**src/rtl/lss_pkg.sv**
```systemverilog
package lss_pkg;

    // Build-time defaults
    localparam int DEPTH_DEF = 8;

    // Field widths
    localparam int REQ_W  = 3;
    localparam int WORD_W = 32;
    localparam int POS_W  = 3;
    localparam int ST_W   = 2;

    typedef logic [REQ_W-1:0]         t_req;
    typedef logic [ST_W-1:0]          t_status;
    typedef logic signed [WORD_W-1:0] t_word;
    typedef logic [POS_W-1:0]         t_pos;

    // Request codes
    localparam t_req REQ_PUSH   = 3'd0;
    localparam t_req REQ_POP    = 3'd1;
    localparam t_req REQ_PEEK   = 3'd2;
    localparam t_req REQ_DISP   = 3'd3;
    localparam t_req REQ_DRAIN  = 3'd4;
    localparam t_req REQ_SEARCH = 3'd5;

    // Status codes
    localparam t_status ST_OK       = 2'd0;
    localparam t_status ST_OVERFLOW = 2'd1;
    localparam t_status ST_UNDERFLW = 2'd2;
    localparam t_status ST_NOTFOUND = 2'd3;

    // Sequencer to walk unit
    typedef struct packed {
        logic down;    // walk top-down
        logic single;  // one entry only (pop, peek)
    } t_walk_ctl;

    // Walk unit to sequencer
    typedef struct packed {
        logic match;   // word equals key
        logic at_end;  // this entry is the final one of the walk
    } t_walk_sts;

endpackage

```
**src/rtl/lss_if.sv**
```systemverilog
// Request channel
interface lss_in_if;
    import lss_pkg::*;

    logic  valid;
    logic  ready;
    t_req  req_type;
    t_word value;

    modport source (output valid, output req_type, output value, input ready);
    modport sink   (input valid, input req_type, input value, output ready);
endinterface

// Result channel
interface lss_out_if;
    import lss_pkg::*;

    logic    valid;
    logic    ready;
    t_status status;
    t_word   data;
    t_pos    position;
    logic    last;

    modport source (output valid, output status, output data, output position,
                    output last, input ready);
    modport sink   (input valid, input status, input data, input position,
                    input last, output ready);
endinterface

```
**src/rtl/lifo_stack_with_search.sv**
```systemverilog
// Channel  | Dir | Payload                          | Transfer
// i_req    | in  | req_type[2:0], value[31:0]       | valid && ready
// o_res    | out | status[1:0], data[31:0],         | valid && ready
//          |     | position[2:0], last              |
//
// Push, overflow, underflow: result registered as the request is taken;
// ignored codes give none. Pop and peek pass S_ADDR and S_DATA once, display
// and drain once per entry, search once per entry then S_DONE, set by the
// single RAM read port and the one shared compare/step unit. A busy port
// holds the walk only where a result is due. Reset (synchronous) empties
// the stack; entry contents are not cleared. Requests are taken only while
// the sequencer is idle and the result register is free or being emptied.
module lifo_stack_with_search #(
    parameter int DEPTH = lss_pkg::DEPTH_DEF
) (
    input  logic    i_clk,
    input  logic    i_rst_n,
    lss_in_if.sink  i_req,
    lss_out_if.source o_res
);
    import lss_pkg::*;

    localparam int IW = $clog2(DEPTH);
    localparam int CW = $clog2(DEPTH + 1);

    // Sequencer states
    localparam logic [1:0] S_IDLE = 2'd0;
    localparam logic [1:0] S_ADDR = 2'd1;
    localparam logic [1:0] S_DATA = 2'd2;
    localparam logic [1:0] S_DONE = 2'd3;

    // Control registers
    logic [1:0]    r_state, n_state;
    logic [CW-1:0] r_cnt, n_cnt;
    logic          r_ov, n_ov;
    logic          r_have_pend, n_have_pend;

    // Payload registers
    t_req          r_req, n_req;
    t_word         r_key, n_key;
    logic [IW-1:0] r_idx, n_idx;
    logic [IW-1:0] r_last_idx, n_last_idx;
    logic [IW-1:0] r_pend, n_pend;
    t_status       r_status, n_status;
    t_word         r_data, n_data;
    t_pos          r_pos, n_pos;
    logic          r_last, n_last;

    logic          w_out_free;
    logic          w_in_fire;
    logic          w_full;
    logic          w_we;
    logic          w_re;
    logic [CW-1:0] w_cnt_m1;
    t_word         w_rdata;
    t_walk_ctl     w_ctl;
    t_walk_sts     w_sts;
    logic [IW-1:0] w_nxt;
    logic          w_stall;

    function automatic t_pos f_pos(input logic [IW-1:0] idx);
        logic [IW+POS_W-1:0] ext;
        ext = {{POS_W{1'b0}}, idx};
        return ext[POS_W-1:0];
    endfunction

    // Handshake
    assign w_out_free  = !r_ov || o_res.ready;
    assign i_req.ready = (r_state == S_IDLE) && w_out_free;
    assign w_in_fire   = i_req.valid && i_req.ready;
    assign w_full      = (r_cnt == CW'(DEPTH));
    assign w_cnt_m1    = r_cnt - CW'(1);

    // Entry store
    assign w_we = w_in_fire && (i_req.req_type == REQ_PUSH) && !w_full;
    assign w_re = (r_state == S_ADDR);

    lss_ram #(
        .WIDTH (WORD_W),
        .DEPTH (DEPTH)
    ) u_ram (
        .i_clk   (i_clk),
        .i_we    (w_we),
        .i_waddr (r_cnt[IW-1:0]),
        .i_wdata (i_req.value),
        .i_re    (w_re),
        .i_raddr (r_idx),
        .o_rdata (w_rdata)
    );

    // Shared compare / index step
    assign w_ctl.down   = (r_req == REQ_DISP);
    assign w_ctl.single = (r_req == REQ_POP) || (r_req == REQ_PEEK);

    lss_walk #(
        .DEPTH (DEPTH)
    ) u_walk (
        .i_ctl      (w_ctl),
        .i_idx      (r_idx),
        .i_last_idx (r_last_idx),
        .i_word     (w_rdata),
        .i_key      (r_key),
        .o_sts      (w_sts),
        .o_nxt      (w_nxt)
    );

    // Search holds only when a pending match must go out and the port is busy
    assign w_stall = w_sts.match && r_have_pend && !w_out_free;

    // Sequencer
    always_comb begin
        n_state     = r_state;
        n_cnt       = r_cnt;
        n_ov        = r_ov;
        n_have_pend = r_have_pend;
        n_req       = r_req;
        n_key       = r_key;
        n_idx       = r_idx;
        n_last_idx  = r_last_idx;
        n_pend      = r_pend;
        n_status    = r_status;
        n_data      = r_data;
        n_pos       = r_pos;
        n_last      = r_last;

        if (o_res.ready) begin
            n_ov = 1'b0;
        end

        case (r_state)
            S_IDLE: begin
                if (w_in_fire) begin
                    case (i_req.req_type)
                        REQ_PUSH: begin
                            n_ov   = 1'b1;
                            n_last = 1'b1;
                            if (w_full) begin
                                n_status = ST_OVERFLOW;
                                n_data   = '0;
                                n_pos    = '0;
                            end else begin
                                n_status = ST_OK;
                                n_data   = i_req.value;
                                n_pos    = f_pos(r_cnt[IW-1:0]);
                                n_cnt    = r_cnt + CW'(1);
                            end
                        end
                        REQ_POP, REQ_PEEK, REQ_DISP, REQ_DRAIN, REQ_SEARCH: begin
                            if (r_cnt == '0) begin
                                n_ov     = 1'b1;
                                n_status = ST_UNDERFLW;
                                n_data   = '0;
                                n_pos    = '0;
                                n_last   = 1'b1;
                            end else begin
                                n_req       = i_req.req_type;
                                n_key       = i_req.value;
                                n_last_idx  = w_cnt_m1[IW-1:0];
                                n_have_pend = 1'b0;
                                n_state     = S_ADDR;
                                if ((i_req.req_type == REQ_DRAIN) ||
                                    (i_req.req_type == REQ_SEARCH)) begin
                                    n_idx = '0;
                                end else begin
                                    n_idx = w_cnt_m1[IW-1:0];
                                end
                            end
                        end
                        default: begin
                        end
                    endcase
                end
            end

            S_ADDR: begin
                n_state = S_DATA;
            end

            S_DATA: begin
                if (r_req == REQ_SEARCH) begin
                    if (!w_stall) begin
                        // earlier match goes out, this one waits
                        if (w_sts.match && r_have_pend) begin
                            n_ov     = 1'b1;
                            n_status = ST_OK;
                            n_data   = r_key;
                            n_pos    = f_pos(r_pend);
                            n_last   = 1'b0;
                        end
                        if (w_sts.match) begin
                            n_pend      = r_idx;
                            n_have_pend = 1'b1;
                        end
                        if (w_sts.at_end) begin
                            n_state = S_DONE;
                        end else begin
                            n_idx   = w_nxt;
                            n_state = S_ADDR;
                        end
                    end
                end else if (w_out_free) begin
                    n_ov     = 1'b1;
                    n_status = ST_OK;
                    n_data   = w_rdata;
                    n_pos    = f_pos(r_idx);
                    n_last   = w_sts.at_end;
                    if (w_sts.at_end) begin
                        n_state = S_IDLE;
                        if (r_req == REQ_POP) begin
                            n_cnt = w_cnt_m1;
                        end else if (r_req == REQ_DRAIN) begin
                            n_cnt = '0;
                        end
                    end else begin
                        n_idx   = w_nxt;
                        n_state = S_ADDR;
                    end
                end
            end

            S_DONE: begin
                // final search result: last match or not-found
                if (w_out_free) begin
                    n_ov        = 1'b1;
                    n_data      = r_key;
                    n_last      = 1'b1;
                    n_have_pend = 1'b0;
                    n_state     = S_IDLE;
                    if (r_have_pend) begin
                        n_status = ST_OK;
                        n_pos    = f_pos(r_pend);
                    end else begin
                        n_status = ST_NOTFOUND;
                        n_pos    = '0;
                    end
                end
            end

            default: begin
                n_state = S_IDLE;
            end
        endcase
    end

    // Control state
    always_ff @(posedge i_clk) begin
        if (!i_rst_n) begin
            r_state     <= S_IDLE;
            r_cnt       <= '0;
            r_ov        <= 1'b0;
            r_have_pend <= 1'b0;
        end else begin
            r_state     <= n_state;
            r_cnt       <= n_cnt;
            r_ov        <= n_ov;
            r_have_pend <= n_have_pend;
        end
    end

    // Payload
    always_ff @(posedge i_clk) begin
        r_req      <= n_req;
        r_key      <= n_key;
        r_idx      <= n_idx;
        r_last_idx <= n_last_idx;
        r_pend     <= n_pend;
        r_status   <= n_status;
        r_data     <= n_data;
        r_pos      <= n_pos;
        r_last     <= n_last;
    end

    // Result port
    assign o_res.valid    = r_ov;
    assign o_res.status   = r_status;
    assign o_res.data     = r_data;
    assign o_res.position = r_pos;
    assign o_res.last     = r_last;

    // Checks
    a_cnt_bound: assert property (@(posedge i_clk) disable iff (!i_rst_n)
        r_cnt <= CW'(DEPTH))
        else $error("fill count beyond depth");

    a_walk_nonempty: assert property (@(posedge i_clk) disable iff (!i_rst_n)
        (r_state != S_IDLE) |-> (r_cnt != '0))
        else $error("walk on an empty stack");

    a_pend_search: assert property (@(posedge i_clk) disable iff (!i_rst_n)
        r_have_pend |-> ((r_req == REQ_SEARCH) && (r_state != S_IDLE)))
        else $error("pending match outside a search");

    a_addr_to_data: assert property (@(posedge i_clk) disable iff (!i_rst_n)
        (r_state == S_ADDR) |=> (r_state == S_DATA))
        else $error("read issued without data phase");

endmodule

```
**src/rtl/lss_ram.sv**
```systemverilog
module lss_ram #(
    parameter int WIDTH = 32,
    parameter int DEPTH = 8
) (
    input  logic                     i_clk,
    input  logic                     i_we,
    input  logic [$clog2(DEPTH)-1:0] i_waddr,
    input  logic [WIDTH-1:0]         i_wdata,
    input  logic                     i_re,
    input  logic [$clog2(DEPTH)-1:0] i_raddr,
    output logic [WIDTH-1:0]         o_rdata
);

    logic [WIDTH-1:0] r_mem [DEPTH];
    logic [WIDTH-1:0] r_rdata;

    // Write port
    always_ff @(posedge i_clk) begin
        if (i_we) begin
            r_mem[i_waddr] <= i_wdata;
        end
    end

    // Registered read, held while not enabled
    always_ff @(posedge i_clk) begin
        if (i_re) begin
            r_rdata <= r_mem[i_raddr];
        end
    end

    assign o_rdata = r_rdata;

endmodule

```
**src/rtl/lss_walk.sv**
```systemverilog
module lss_walk #(
    parameter int DEPTH = lss_pkg::DEPTH_DEF
) (
    input  lss_pkg::t_walk_ctl         i_ctl,
    input  logic [$clog2(DEPTH)-1:0]   i_idx,
    input  logic [$clog2(DEPTH)-1:0]   i_last_idx,
    input  lss_pkg::t_word             i_word,
    input  lss_pkg::t_word             i_key,
    output lss_pkg::t_walk_sts         o_sts,
    output logic [$clog2(DEPTH)-1:0]   o_nxt
);
    import lss_pkg::*;

    localparam int IW = $clog2(DEPTH);

    // Key compare
    assign o_sts.match = (i_word == i_key);

    // Index step, down for display and up otherwise
    assign o_nxt = i_ctl.down ? (i_idx - IW'(1)) : (i_idx + IW'(1));

    // End of walk
    assign o_sts.at_end = i_ctl.single ||
                          (i_ctl.down ? (i_idx == '0) : (i_idx == i_last_idx));

endmodule
```
**src/flat_wrapper.sv**
```systemverilog
// flat-port wrapper written by rule: the top's interface ports become plain ports
module lifo_stack_with_search_flat import lss_pkg::*;
#(
    parameter int DEPTH = lss_pkg::DEPTH_DEF
)
  (i_clk, i_rst_n, i_req_valid, i_req_req_type, i_req_value, i_req_ready, o_res_valid, o_res_status, o_res_data, o_res_position, o_res_last, o_res_ready);
  lss_in_if i_req_i ();
  lss_out_if o_res_i ();
  input  logic i_clk;
  input  logic i_rst_n;
  input wire logic [$bits(i_req_i.valid)-1:0] i_req_valid;
  input wire logic [$bits(i_req_i.req_type)-1:0] i_req_req_type;
  input wire logic [$bits(i_req_i.value)-1:0] i_req_value;
  output wire logic [$bits(i_req_i.ready)-1:0] i_req_ready;
  output wire logic [$bits(o_res_i.valid)-1:0] o_res_valid;
  output wire logic [$bits(o_res_i.status)-1:0] o_res_status;
  output wire logic [$bits(o_res_i.data)-1:0] o_res_data;
  output wire logic [$bits(o_res_i.position)-1:0] o_res_position;
  output wire logic [$bits(o_res_i.last)-1:0] o_res_last;
  input wire logic [$bits(o_res_i.ready)-1:0] o_res_ready;
  assign i_req_i.valid = i_req_valid;
  assign i_req_i.req_type = i_req_req_type;
  assign i_req_i.value = i_req_value;
  assign i_req_ready = i_req_i.ready;
  assign o_res_valid = o_res_i.valid;
  assign o_res_status = o_res_i.status;
  assign o_res_data = o_res_i.data;
  assign o_res_position = o_res_i.position;
  assign o_res_last = o_res_i.last;
  assign o_res_i.ready = o_res_ready;
  lifo_stack_with_search #(.DEPTH(DEPTH)) u_core (.i_clk(i_clk), .i_rst_n(i_rst_n), .i_req(i_req_i), .o_res(o_res_i));
endmodule
```
**config.mk**
```make
export PLATFORM = sky130hd
export DESIGN_NAME = lifo_stack_with_search_flat
export DESIGN_NICKNAME = d
export VERILOG_FILES = /design/src/rtl/lss_pkg.sv /design/src/rtl/lss_if.sv /design/src/rtl/lifo_stack_with_search.sv /design/src/rtl/lss_ram.sv /design/src/rtl/lss_walk.sv /design/src/flat_wrapper.sv
export SDC_FILE = /design/constraint.sdc
export NUM_CORES = 1
export LEC_CHECK = 0
export ABC_CLOCK_PERIOD_IN_PS = 6200
export BUFFER_PORTS_ARGS = -buffer_cell sky130_fd_sc_hd__buf_2
export CORE_ASPECT_RATIO = 1.4
export CORE_UTILIZATION = 40
export CTS_CLUSTER_SIZE = 30
export DETAILED_ROUTE_END_ITERATION = 16
export GPL_ROUTABILITY_DRIVEN = 0
export HOLD_SLACK_MARGIN = 0.12
export PLACE_DENSITY = 0.53
export SLEW_MARGIN = 20
export SYNTH_ARGS = -nofsm -noshare
export SYNTH_HDL_FRONTEND = slang
export SYNTH_SLANG_ARGS = --single-unit
```
**constraint.sdc**
```tcl
create_clock -name i_clk -period 6.2 [get_ports i_clk]
set_input_delay 1.55 -clock i_clk [delete_from_list [all_inputs] [get_ports i_clk]]
set_output_delay 1.55 -clock i_clk [all_outputs]
set_load 0.03 [all_outputs]
```
Yosys cells after proc, flatten, opt, wreduce, memory -nomap -nowiden
Memories as Yosys holds them, arrays and structs flattened. A register that Yosys moved wholly into a read port is not among the register bits.
Cells that the tools add are included.
- flip-flop bits (word level): 90
- RAM bits: 256
- input port bits: 39
- output and inout port bits: 40
- logic and storage cells: 170
- memories kept: 1
- memories (name ; depth ; width ; read ports ; clocked after Yosys merged registers in ; write ports ; line ; text):
    u_core.u_ram.r_mem ; 8 ; 32 ; 1 ; 1 ; 1 ; lss_ram.sv:14 ; logic [WIDTH-1:0] r_mem [DEPTH];
- add/sub/neg operators: 4
- equality and inequality tests: 34
- mux-type cells: 89
- bitwise logic cells: 2
- reductions and logical operators: 27
- operators by type and width (kind ; count):
    $mux 32 ; 8
    $pmux 32 s3 ; 1
    $pmux 32 s2 ; 1
    $mux 3 ; 18
    $eq 32x32->1 ; 1
    $mux 4 ; 8
    $mux 2 ; 15
    $mux 1 ; 26
    $reduce_and 8->1 ; 3
    $eq 3x2->1 const B ; 4
    $eq 3x3->1 const B ; 4
    $ne 2x1->1 const B ; 6
    $ne 2x2->1 const B ; 6
    $pmux 3 s2 ; 2
    $reduce_and 6->1 ; 2
    $ne 3x3->1 const B ; 3
    $pmux 1 s3 ; 3
    $pmux 3 s3 ; 1
    $pmux 2 s4 ; 1
    $pmux 4 s2 ; 1
    $reduce_and 4->1 ; 2
    $eq 3x1->1 const B ; 2
    $logic_and 1x1->1 ; 6
    $logic_not 3->1 ; 2
    other kinds (21) ; 30

Logic depth before layout (Yosys ltp)
- depth after elaboration: 8
- depth in mapped cells: 7
- gate-level depth less buffers: 7

By module
A second synthesis with hierarchy kept.
- cells, all modules: 777
- area, all modules: 15289.7 µm²
- by module, submodules not included (module ; instances ; cells each ; area an instance (µm²) ; seq. area each (µm²)):
    lss_ram ; 1 ; 415 ; 10786.6 ; 8648.3
    lifo_stack_with_search ; 1 ; 304 ; 4055.1 ; 2622.5
    lss_walk ; 1 ; 58 ; 447.9 ; 0.0

Worst setup path after synthesis
OpenSTA, ideal clock, no wires.
- kind: in2reg
- from: in i_req_valid
- to: reg u_core.r_idx[0] (enable)
- data arrival time: 5.147 ns
- required time: 5.892 ns
- path slack: 0.745 ns
- cell stages on the path: 4
- buffers on the path: 0
- cell sequence: inv_1 -> a2111o_1 -> nor3_1 -> o211a_1
- cells in the longest elaborated chain, start to end: 3
- ends and longest elaborated chain (item ; line ; text):
    start: declaration ; flat_wrapper.sv:11 ; input wire logic [$bits(i_req_i.valid)-1:0] i_req_valid;
    $logic_and 1x1->1 ; lifo_stack_with_search.sv:70 ; assign w_in_fire = i_req.valid && i_req.ready;
    $ne 2x1->1 (no line) ; n/a ;
    $reduce_and 6->1 (no line) ; n/a ;
    end signal: assignment ; lifo_stack_with_search.sv:264 ; r_idx <= n_idx;
    end: declaration ; lifo_stack_with_search.sv:41 ; logic [IW-1:0] r_idx, n_idx;
Every way passes these cells.
A chain may end at the register's enable or synchronous reset.

Final worst setup path
- from: in o_res_ready
- to: out i_req_ready
- cells in the longest elaborated chain, start to end: 2
- ends and longest elaborated chain (item ; line ; text):
    start: declaration ; flat_wrapper.sv:20 ; input wire logic [$bits(o_res_i.ready)-1:0] o_res_ready;
    $logic_or 1x1->1 ; lifo_stack_with_search.sv:68 ; assign w_out_free = !r_ov || o_res.ready;
    $logic_and 1x1->1 ; lifo_stack_with_search.sv:69 ; assign i_req.ready = (r_state == S_IDLE) && w_out_free;
    end: declaration ; flat_wrapper.sv:14 ; output wire logic [$bits(i_req_i.ready)-1:0] i_req_ready;
Every way passes these cells.

==> flow_metrics.tcl <==
set metrics [dict create \
    synth_seq_cells 378 \
    hpwl_um 20600 \
    yosysTopAreaCell "edfxtp_1" \
    post_drt_wl_per_cell_um 24.2 \
    h-tree-depth 2 \
    worst_pin_slew_ns 1.10 \
    holdPathEnd "u_core.o_res.valid$_SDFF_PN0_" \
    min_path_type "flip-flop to flip-flop" \
    cellLeakagePower_nw 5.98 \
    dr.pass1.iters 5 \
    crit_arrival_ns 2.62 \
    pwr-share-comb_pct 22.3 \
    cp-start-kind "input port" \
    drtIter0Drc 585 \
    fin_crit_sh_pct 67.2 \
    reg2regPathDepth 6 \
    port_buffers 78 \
    antenna_left 0 \
    hold_buffers 0 \
    crit_chain "buf_2 -> nor2b_1 -> nor2_1 -> buf_2" \
    diodes 0 \
    grt_pass1_wl_um 52100 \
    rows 84 \
    cpMaxStageDelayCell "nor2b_1" \
    synthFlopType "edfxtp_1" \
    fin_worst_skew_ns 0.0153 \
    max_freq_mhz 240 \
    synth_cell_types 53 \
    drv_slew 0 \
    slowest_delay_ns 0.66 \
    p_int_mw 5.05 \
    cts_setup_buffers 0 \
    setup_violations 0 \
    dieHeight_um 233 \
    num_io_pins 79 \
    cp.required_ns 4.65 \
    avgSynthCellArea_um2 18.5 \
    path_max_fanout 11 \
    die_w_um 167 \
    cts_tree "done" \
    cp_common_cell "buf_2" \
    core_area_um2 37600 \
    r2r-start "u_core.r_key[27]$_DFFE_PP_" \
    synth-edff-count 370 \
    p_sw_share_pct 28.7 \
    dieArea_um2 39000 \
    yosysMostFrequentCell "edfxtp_1" \
    clock_path_buffers 3 \
    r2r_setup_slack_ns 3.01 \
    cts_root_buf "clkbuf_16" \
    p_sw_mw 2.03 \
    vias_per_cell 5.49 \
    hp-start "u_core.o_res.valid$_SDFF_PN0_" \
    area_delta_synth_final_pct 15.0 \
    synth_cells 826 \
    clock-sinks 378 \
    synth_top_cell_area_share_pct 72.7 \
    holdPathStages 2 \
    grt_pass1_vias 8170 \
    grt.overflow.total 0 \
    synth-warning-count 0 \
    track_usage_pct 18.2 \
    grt_max_degree 67 \
    start_util_pct 40.6 \
    finalSetupTns_ns 0 \
    layout.nets 966 \
    netlist_top_cells_area "edfxtp_1 (73%), mux4_2 (9.4%), mux2_4 (2.9%)" \
    async_reset_ff_share_pct 0 \
    clk_pin_slew_worst_paths_ns 0.06 \
    utilization_pct 46.7 \
    ir_worst_vdd_v 0.000199 \
    syn_nets 868 \
    synth-seq-area-share_pct 73.8 \
    ctsResizeCount 0 \
    clockPowerShare_pct 31.9 \
    synth_common_cells "edfxtp_1 (370), nand2_1 (110), mux4_2 (64)" \
    drv_cap 0 \
    period_minus_slack_ns 4.17 \
    path_class "input port to output pin" \
    r2r_end "u_core.o_res.data[2]$_DFFE_PP_" \
    drc 0 \
    routed_wl_um 34500 \
    cts_buffers 38 \
    synth_area_um2 15300 \
    drive_above_1_share_pct 28.2 \
    run_status "completed" \
    powerDensity_nw_per_um2 403 \
    rsz0062_at_grt "no" \
    vias 7828 \
    critPathCaptureType "output pin" \
    clk_latency_ns 0.53 \
    finalHoldViolCount 0 \
    slew_headroom_pct 26.3 \
    power_frac_seq_pct 45.8 \
    antenna_found_initial 0 \
]
==> sequential cells by signal, summed over array words and instances, names as in the netlist <==
name	cells
u_core.u_ram.r_mem	256
u_core.o_res.data	32
u_core.r_key	32
u_core.u_ram.o_rdata	32
u_core.r_cnt	4
u_core.o_res.position	3
u_core.r_idx	3
u_core.r_last_idx	3
u_core.r_pend	3
u_core.r_req	3
u_core.o_res.status	2
u_core.r_state	2
u_core.o_res.last	1
u_core.o_res.valid	1
u_core.r_have_pend	1
==> cell families after synthesis <==
| kind of cell | synth area share, % |
|---|---|
| XOR/XNOR | 2.12 |
| adder cells (fa/ha/maj) | 0.295 |
| buffers and inverters | 1.65 |
| AO/OA/AOI/OAI | 4.03 |
| flip-flops | 73.8 |
| multiplexers | 12.7 |
| AND/OR/NAND/NOR | 5.37 |
==> how the worst max path moves through the flow <==
| stage | slack [ns] | to | start |
|---|---|---|---|
| 2_1_floorplan | 0.75 | u_core.r_idx[0]$_DFFE_PP_ | i_req_valid |
| 3_3_place_gp | 1.87 | u_core.u_ram.r_mem[5][24]$_DFFE_PP_ | i_req_req_type[0] |
| 3_5_place_dp | 1.86 | u_core.u_ram.r_mem[3][19]$_DFFE_PP_ | i_req_req_type[2] |
| 4_1_cts | 2.03 | i_req_ready | o_res_ready |
| 5_1_grt | 1.99 | i_req_ready | o_res_ready |
| 6_report | 2.03 | i_req_ready | o_res_ready |
==> worst max-delay path, delay by kind of cell <==
family / cells / cell delay, ns
buf+inv: 2 / 0.31
simple gates: 2 / 0.76
==> layer usage <==
metal / vias to the layer above / share of wire [%] / GRT usage [%]
li1: 3470 / - / -
met1: 4115 / 41 / 22.5
met2: 185 / 53 / 33.1
met3: 58 / 3.6 / 2.52
met4: 0 / 2.3 / 5.45
met5: - / 0 / 0
==> placed cells by master, fill, tap and decap left out, types with 10 or more instances in the layout <==
cell,instances
a22o_1,34
buf_2,78
buf_4,19
clkbuf_1,12
clkbuf_16,39
edfxtp_1,370
inv_1,10
mux2_4,30
mux4_2,64
nand2_1,110
o21ai_0,11
xnor2_1,36
==> power by group through the flow <==
| stage | sequential (mW) | clock [mW] | combinational (mW) |
|---|---|---|---|
| floorplan | 3.54 | 0 | 0.866 |
| global placement | 3.30 | 0 | 1.61 |
| detailed placement | 3.30 | 0 | 1.61 |
| CTS | 3.25 | 2.32 | 1.62 |
| global route | 3.27 | 2.40 | 1.70 |
| finish | 3.25 | 2.26 | 1.58 |
==> through the flow <==
stage | instance area, µm² | setup slack [ns] | total power [mW] | cells | hold WS [ns]
floorplan | 15300 | 0.745 | 4.41 | 826 | 0.421
global placement | 16300 | 1.87 | 4.91 | 1354 | 0.526
detailed placement | 16400 | 1.86 | 4.91 | 1357 | 0.537
CTS | 17600 | 2.03 | 7.19 | 1426 | 0.551
global route | 17600 | 1.99 | 7.37 | 1426 | 0.592
finish | 17600 | 2.03 | 7.08 | 1426 | 0.549
==> final cells by class <==
class                   instances  area [µm²]
fillers                      3169       20100
flip-flops and latches        378       11300
multi-input cells             396        3840
clock buffers                  51        1020
repair buffers                100         616
well taps                     473         592
clock inverters                18         195
inverters                      10        37.5
No activity file was read; power rests on OpenSTA's default activity.
